**src/rtl/cts_pkg.sv**
```systemverilog
// Package: fixed-point types, ALU opcodes, sequencer states and saturation.
package cts_pkg;

  localparam int ROWS      = 8;
  localparam int FRAC_BITS = 16;
  localparam int ROW_W     = $clog2(ROWS);
  localparam int CNT_W     = $clog2(ROWS + 1);
  localparam int DVD_W     = 32 + FRAC_BITS;
  localparam int STEP_W    = $clog2(DVD_W + 1);

  localparam logic [31:0] FX_ONE = 32'(64'd1 << FRAC_BITS);
  localparam logic [31:0] FX_MAX = 32'h7FFF_FFFF;
  localparam logic [31:0] FX_MIN = 32'h8000_0000;

  typedef enum logic [2:0] {
    ALU_ADD,
    ALU_SUB,
    ALU_NEG,
    ALU_MUL,
    ALU_DIV
  } alu_op_e;

  typedef enum logic [2:0] {
    S_LOAD,
    S_FWD,
    S_BACK,
    S_CORR,
    S_FIX,
    S_OUT
  } seq_state_e;

  typedef enum logic [2:0] {
    D_T,
    D_DEN,
    D_FACT,
    D_BETA,
    D_Z,
    D_Q
  } dst_e;

  typedef struct packed {
    alu_op_e     op;
    logic [31:0] a;
    logic [31:0] b;
  } alu_req_t;

  typedef struct packed {
    logic        ovf;
    logic [31:0] val;
  } fx_res_t;

  function automatic fx_res_t fx_sat(input logic signed [63:0] v);
    fx_res_t r;
    if (v > $signed({32'd0, FX_MAX})) begin
      r.ovf = 1'b1;
      r.val = FX_MAX;
    end else if (v < $signed({32'hFFFF_FFFF, FX_MIN})) begin
      r.ovf = 1'b1;
      r.val = FX_MIN;
    end else begin
      r.ovf = 1'b0;
      r.val = v[31:0];
    end
    return r;
  endfunction

endpackage

```
**src/rtl/cts_alu.sv**
```systemverilog
// Shared fixed-point ALU: saturating add, sub, negate, multiply and bit-serial divide.
module cts_alu
  import cts_pkg::*;
(
  input  logic     clk_i,
  input  logic     rst_ni,
  input  logic     go_i,
  input  alu_req_t req_i,
  output logic     done_o,
  output fx_res_t  res_o
);

  logic                     busy_q;
  alu_op_e                  op_q;
  logic signed [31:0]       a_q, b_q;
  logic signed [63:0]       prod_q;
  logic [DVD_W-1:0]         quo_q, quo_d;
  logic [31:0]              rem_q, rem_d;
  logic [31:0]              bmag_q;
  logic                     neg_q;
  logic [STEP_W-1:0]        cnt_q;
  logic [31:0]              amag;
  logic [31:0]              bmag;
  logic [32:0]              rem_sh;
  logic                     bzero;
  logic signed [63:0]       wide;

  assign amag  = req_i.a[31] ? (~req_i.a + 32'd1) : req_i.a;
  assign bmag  = req_i.b[31] ? (~req_i.b + 32'd1) : req_i.b;
  assign bzero = (b_q == 32'sd0);

  always_ff @(posedge clk_i or negedge rst_ni) begin
    if (!rst_ni) begin
      busy_q <= 1'b0;
      cnt_q  <= '0;
    end else if (go_i) begin
      busy_q <= 1'b1;
      cnt_q  <= STEP_W'(DVD_W);
    end else if (done_o) begin
      busy_q <= 1'b0;
    end else if (busy_q) begin
      cnt_q <= cnt_q - 1'b1;
    end
  end

  always_comb begin
    rem_sh = {rem_q, quo_q[DVD_W-1]};
    if (rem_sh >= {1'b0, bmag_q}) begin
      rem_d = rem_sh[31:0] - bmag_q;
      quo_d = {quo_q[DVD_W-2:0], 1'b1};
    end else begin
      rem_d = rem_sh[31:0];
      quo_d = {quo_q[DVD_W-2:0], 1'b0};
    end
  end

  always_ff @(posedge clk_i) begin
    if (go_i) begin
      op_q   <= req_i.op;
      a_q    <= req_i.a;
      b_q    <= req_i.b;
      prod_q <= $signed(req_i.a) * $signed(req_i.b);
      quo_q  <= {amag, {FRAC_BITS{1'b0}}};
      rem_q  <= '0;
      bmag_q <= bmag;
      neg_q  <= req_i.a[31] ^ req_i.b[31];
    end else if (busy_q && op_q == ALU_DIV) begin
      quo_q <= quo_d;
      rem_q <= rem_d;
    end
  end

  assign done_o = busy_q && (op_q != ALU_DIV || bzero || cnt_q == '0);

  always_comb begin
    wide = '0;
    unique case (op_q)
      ALU_ADD: wide = 64'(a_q) + 64'(b_q);
      ALU_SUB: wide = 64'(a_q) - 64'(b_q);
      ALU_NEG: wide = -64'(a_q);
      ALU_MUL: wide = prod_q >>> FRAC_BITS;
      ALU_DIV: wide = neg_q ? -$signed({{(64-DVD_W){1'b0}}, quo_q})
                            :  $signed({{(64-DVD_W){1'b0}}, quo_q});
      default: wide = '0;
    endcase
    res_o = fx_sat(wide);
    if (op_q == ALU_DIV && bzero) begin
      res_o.ovf = 1'b1;
      res_o.val = a_q[31] ? FX_MIN : FX_MAX;
    end
  end

endmodule

```
**config.mk**
```make
export PLATFORM = sky130hd
export DESIGN_NAME = cts_alu
export DESIGN_NICKNAME = d
export VERILOG_FILES = /design/src/rtl/cts_pkg.sv /design/src/rtl/cts_alu.sv
export SDC_FILE = /design/constraint.sdc
export NUM_CORES = 2
export LEC_CHECK = 0
export BUFFER_PORTS_ARGS = -buffer_cell sky130_fd_sc_hd__buf_2
export CELL_PAD_IN_SITES_DETAIL_PLACEMENT = 1
export CELL_PAD_IN_SITES_GLOBAL_PLACEMENT = 1
export CORE_AREA = 2 2 392 394
export DETAILED_ROUTE_END_ITERATION = 7
export DIE_AREA = 0 0 394 396
export GPL_ROUTABILITY_DRIVEN = 0
export MAX_ROUTING_LAYER = met4
export PLACE_DENSITY_LB_ADDON = 0.1
export RECOVER_POWER = 25
export SLEW_MARGIN = 40
export SYNTH_ARGS = -nofsm -noshare
export SYNTH_HDL_FRONTEND = slang
export SYNTH_SLANG_ARGS = --single-unit
```
**constraint.sdc**
```tcl
create_clock -name clk_i -period 10.4 [get_ports clk_i]
set_input_delay 1.56 -clock clk_i [delete_from_list [all_inputs] [get_ports clk_i]]
set_output_delay 1.56 -clock clk_i [all_outputs]
set_load 0.01 [all_outputs]
```
# Word-level counts from Yosys, hierarchy flattened
# Cells that the tools add are included.
word_totals:
  input_bits: 70
  reg_bits: 251
  word_cells: 62
  output_inout_bits: 34
classes:
  bitwise: 3
  n_lt_le_gt_ge: 3
  eq_ne: 6
  n_mux: 17
  add_sub_neg: 8
  n_reduce_logical: 12
  n_mul: 1
op_table:
  columns: ["operator", "count"]
  rows:
  - ["one-hot mux 64 bit (5 select lines)", 1]
  - ["2-to-1 mux 33 bit", 3]
  - ["2-to-1 mux 32 bit", 3]
  - ["2-to-1 mux 48 bit", 2]
  - ["adder 32 x 1 -> 32 bit (second input constant)", 2]
  - ["greater-than comparator 64 x 32 -> 1 bit (second input constant)", 1]
  - ["less-than comparator 64 x 32 -> 1 bit (second input constant)", 1]
  - ["multiplier 32 x 32 -> 64 bit", 1]
  - ["2-to-1 mux 64 bit", 1]
  - ["negation 32 -> 64 bit", 1]
  - ["negation 48 -> 64 bit", 1]
  - ["inverter 32 bit", 2]
  - ["adder 32 x 32 -> 33 bit", 1]
  - [">= comparator 33 x 32 -> 1 bit", 1]
  - ["subtractor 32 x 32 -> 33 bit", 1]
  - ["zero test 32 bit", 1]
  - ["subtractor 32 bit", 1]
  - ["2-to-1 mux 31 bit", 1]
  - ["2-to-1 mux 6 bit", 3]
  - ["equality test 3 x 2 -> 1 bit (second input constant)", 2]
  - ["zero test 6 bit", 1]
  - ["nonzero test 2 bit", 3]
  - ["subtractor 6 x 1 -> 6 bit (second input constant)", 1]
  - ["equality test 3 x 1 -> 1 bit (second input constant)", 1]
  - ["9 further kinds", 14]

# Depth between registers and ports, before layout
depth:
  ltp_word: 7
  ltp_mapped: 31
  ltp_nobuf: 29

# Worst setup path before layout
# OpenSTA, ideal clock, no wires.
synth_path:
  path_kind: "input -> register"
  startpoint: "input req_i[63] in the netlist's numbering"
  endpoint: "register prod_q[63] (data pin)"
  arrival_ns: 9.354
  n_path_buf: 3
  setup_time_ns: 0.266
  setup_slack_ns: 0.780
  t_required_ns: 10.134
  cell_stages: 27
  path_cell_list: "clkbuf_1 > clkbuf_1 > clkbuf_1 > nand2_1 > inv_1 > fa_1 > fa_1 > fa_1 > fa_1 > fa_1 > fa_1 > fa_1 > inv_1 > fa_1 > inv_1 > ha_1 > a21o_1 > or3b_2 > a211o_1 > o22ai_1 > nor2_1 > a31oi_1 > a21oi_1 > o21ai_0 > o21ai_0 > o41ai_1 > xnor2_1"
synth_via:
  elab_chain_cells: 1
synth_lines:
  columns: ["element", "line", "source"]
  rows:
  - ["start, declared", "cts_alu.sv:8", "input alu_req_t req_i,"]
  - ["multiplier 32 x 32 -> 64 bit", "cts_alu.sv:62", "prod_q <= $signed(req_i.a) * $signed(req_i.b);"]
  - ["end signal, assigned", "cts_alu.sv:62", null]
  - ["end, declared", "cts_alu.sv:16", "logic signed [63:0] prod_q;"]
# Every way passes these cells.
# A chain may end at the register's enable or synchronous reset.

# Final worst setup path
layout_path:
  startpoint: "input req_i[21] in the netlist's numbering"
  endpoint: "register prod_q[60] (data pin)"
# Same word-level chain as after synthesis.

==> results.yml <==
final_layout:
  area_delta_synth_final_pct: 7.42
  layout.cells.non_filler: 7681
  drive_gt1_share_pct: 6.04
  layout_commonest_cell: "inv_1"
  layout.nets: 7064
  final_cell_mix: "inv_1, fa_1, nand2_1"
detailed_routing:
  drtIter0Drc: 2536
  drtPass1Iterations: 6
  drc_errors: 0
  routed_via_density: 5.20
  via_count: 40000
  wl_per_cell_um: 25.6
  final_antenna_net_count: 0
  wl_um: 197000
outcome:
  status: "finished, violations left"
  violations: "capacitance limit, slew limit"
critical_path:
  arrival_ns: 10.20
  path_buf_inv: 5
  cp_max_fo: 19
  start_kind: "input port"
  crit_top_cell: "fa_1"
  worstSetupEndpointType: "flop"
  cp_top_family: "adder cells"
  critPathSlowestCell: "clkbuf_1"
  slowest_delay_ns: 1.23
  crit_type: "in -> reg"
  required_ns: 10.74
floorplan:
  core-area_sq_um: 152000
  rows: 143
  dieArea_sq_um: 156000
  die_y_um: 396
  io_pins: 104
  start_util_pct: 34.9
  die_x_um: 394
global_routing:
  overflow: 0
  grt_usage_pct: 26.2
  grt_pass1_vias: 43900
  antenna_found_initial: 24
  grt_max_degree: 71
  grt_pass1_wl_um: 297000
synth:
  ys_ff_latch: 234
  synth_edf_count: 179
  synth_area_sq_um: 52800
  async_flop_share_pct: 2.99
  ys_types: 87
  syn_nets: 7114
  yosys_warnings: 0
  synth_top_area_cell: "fa_1"
  synth_flop_cell: "edfxtp_1"
  syn_area_per_cell_sq_um: 9.31
  syn_inst: 5676
  synth.area.top_cells: "fa_1, edfxtp_1, inv_1"
  synth_top_area_share_pct: 41.1
  seq_area_frac_synth_pct: 12.3
timing:
  fin_crit_ns: 9.86
  fmax_ghz: 0.101
  slew_headroom_pct: -173
  setup_violations: 0
  fin_crit_sh_pct: 94.8
  rsz0062_at_grt: "no"
  fin_ws_ns: 0.540
  fin_tns_setup_ns: 0
  drv_slew: 234
  tightest_slew_ns: 4.10
  holdWs_ns: 0.491
  skew_ns: 0.0248
  hold_viol_final: 0
cts:
  clockBufferDepth: 3
  cts_resized: 0
  cts_sinks: 234
  cts.htree.levels: 1
  cts_tree: "built"
  post_cts_buffers: 0
  cts_made_buffers: 25
  cts_hold_buf: 0
  cts_root_buf: "clkbuf_16"
  insertion_delay_ns: 0.60
  clkTransAtPathRegs_ns: 0.07
flow_run:
  drv_cap: 8
placed_design:
  dp_hpwl_um: 159000
  io_buffers: 103
  placedCellCount: 7629
  dp_slack_ns: 0.301
hold_path:
  hp-class: "reg -> reg"
## path summary, 6_finish.rpt
kind / to / cells past startpoint / slack [ns] / startpoint
min: rem_q[9] / 2 / 0.49 / rem_q[9]
max in group asynchronous: busy_q / 1 / 9.24 / rst_ni
max: prod_q[60] / 26 / 0.54 / req_i[21]
min in group asynchronous: cnt_q[1] / 1 / 0.87 / rst_ni
max reg2reg: rem_q[5] / 14 / 5.65 / bmag_q[1]
min reg2reg: rem_q[9] / 2 / 0.49 / rem_q[9]
## logic make-up (layout without fill, tap and decap cells)
| kind of cell | after synthesis | in the layout | synth area share (%) |
|---|---|---|---|
| other cells | 0 | 7 | 0 |
| simple gates | 1640 | 1640 | 15.6 |
| buf+inv | 1445 | 1413 | 10.4 |
| fa+ha+maj | 1368 | 1368 | 47.8 |
| compound gates | 734 | 734 | 9.56 |
| xor+xnor | 226 | 226 | 3.75 |
| mux | 29 | 29 | 0.573 |
| flops | 234 | 234 | 12.3 |
## metal layers
layer,vias up,GRT usage (%),routed length (um)
li1,17600,-,-
met1,21400,37.1,93500
met2,862,42.0,91500
met3,107,2.06,8780
met4,0,3.70,2760
met5,-,-,0
## Yosys cell counts, types with 21 or more instances
cell type	n
a21o_1	59
dfxtp_1	48
o21ai_0	142
and2_1	504
or4_1	21
or3_1	34
a221o_1	28
ha_1	284
a31oi_1	26
a21oi_1	145
o21ai_1	21
clkbuf_1	313
nand2_1	654
mux2i_1	28
a22o_1	45
nor3_1	50
nand2b_1	36
inv_1	1100
xor2_1	73
nor4_1	38
nor2b_1	26
o31ai_1	49
nand4_1	21
nor2_1	158
fa_1	1084
edfxtp_1	179
xnor2_1	153
nand3_1	37
## metrics by stage
stage               utilization [%]  area (sq um)
CTS                            37.5         56800
finish                         37.4         56800
floorplan                         -         52800
global route                   37.4         56700
detailed placement             36.9         55900
global placement               36.8         55800
## sequential cells by signal (all words and copies together) (netlist names)
| register | cells |
|---|---|
| cnt_q | 6 |
| b_q | 32 |
| busy_q | 1 |
| bmag_q | 31 |
| quo_q | 48 |
| neg_q | 1 |
| prod_q | 48 |
| op_q | 3 |
| a_q | 32 |
| rem_q | 32 |
## layout make-up
| cell class | count | area, sq um |
|---|---|---|
| inverters | 1101 | 4130 |
| repair buffers | 267 | 1840 |
| multi-input cells | 3997 | 40900 |
| fillers | 17400 | 94800 |
| flip-flops and latches | 234 | 6510 |
| clock buffers | 34 | 713 |
| diodes | 7 | 17.5 |
| clock inverters | 11 | 129 |
| well taps | 2030 | 2540 |
## worst reg2reg max path: stages, from the launching register on
cell and delay [ns]:
edfxtp_1 0.56, inv_1 0.09, ha_1 0.30, nor2b_1 0.13, o21ai_0 0.22, a21boi_0 0.17
o21a_1 0.26, o211ai_1 0.27, a31oi_1 0.26, a2111oi_1 0.80, o211ai_1 0.24, nand2_2 0.54
buf_4 0.45, mux2i_1 0.24, o21ai_0 0.08
Power is left out: the tool's default activity adds up to more than one toggle a clock period on the data nets, which glitch-free logic cannot reach.
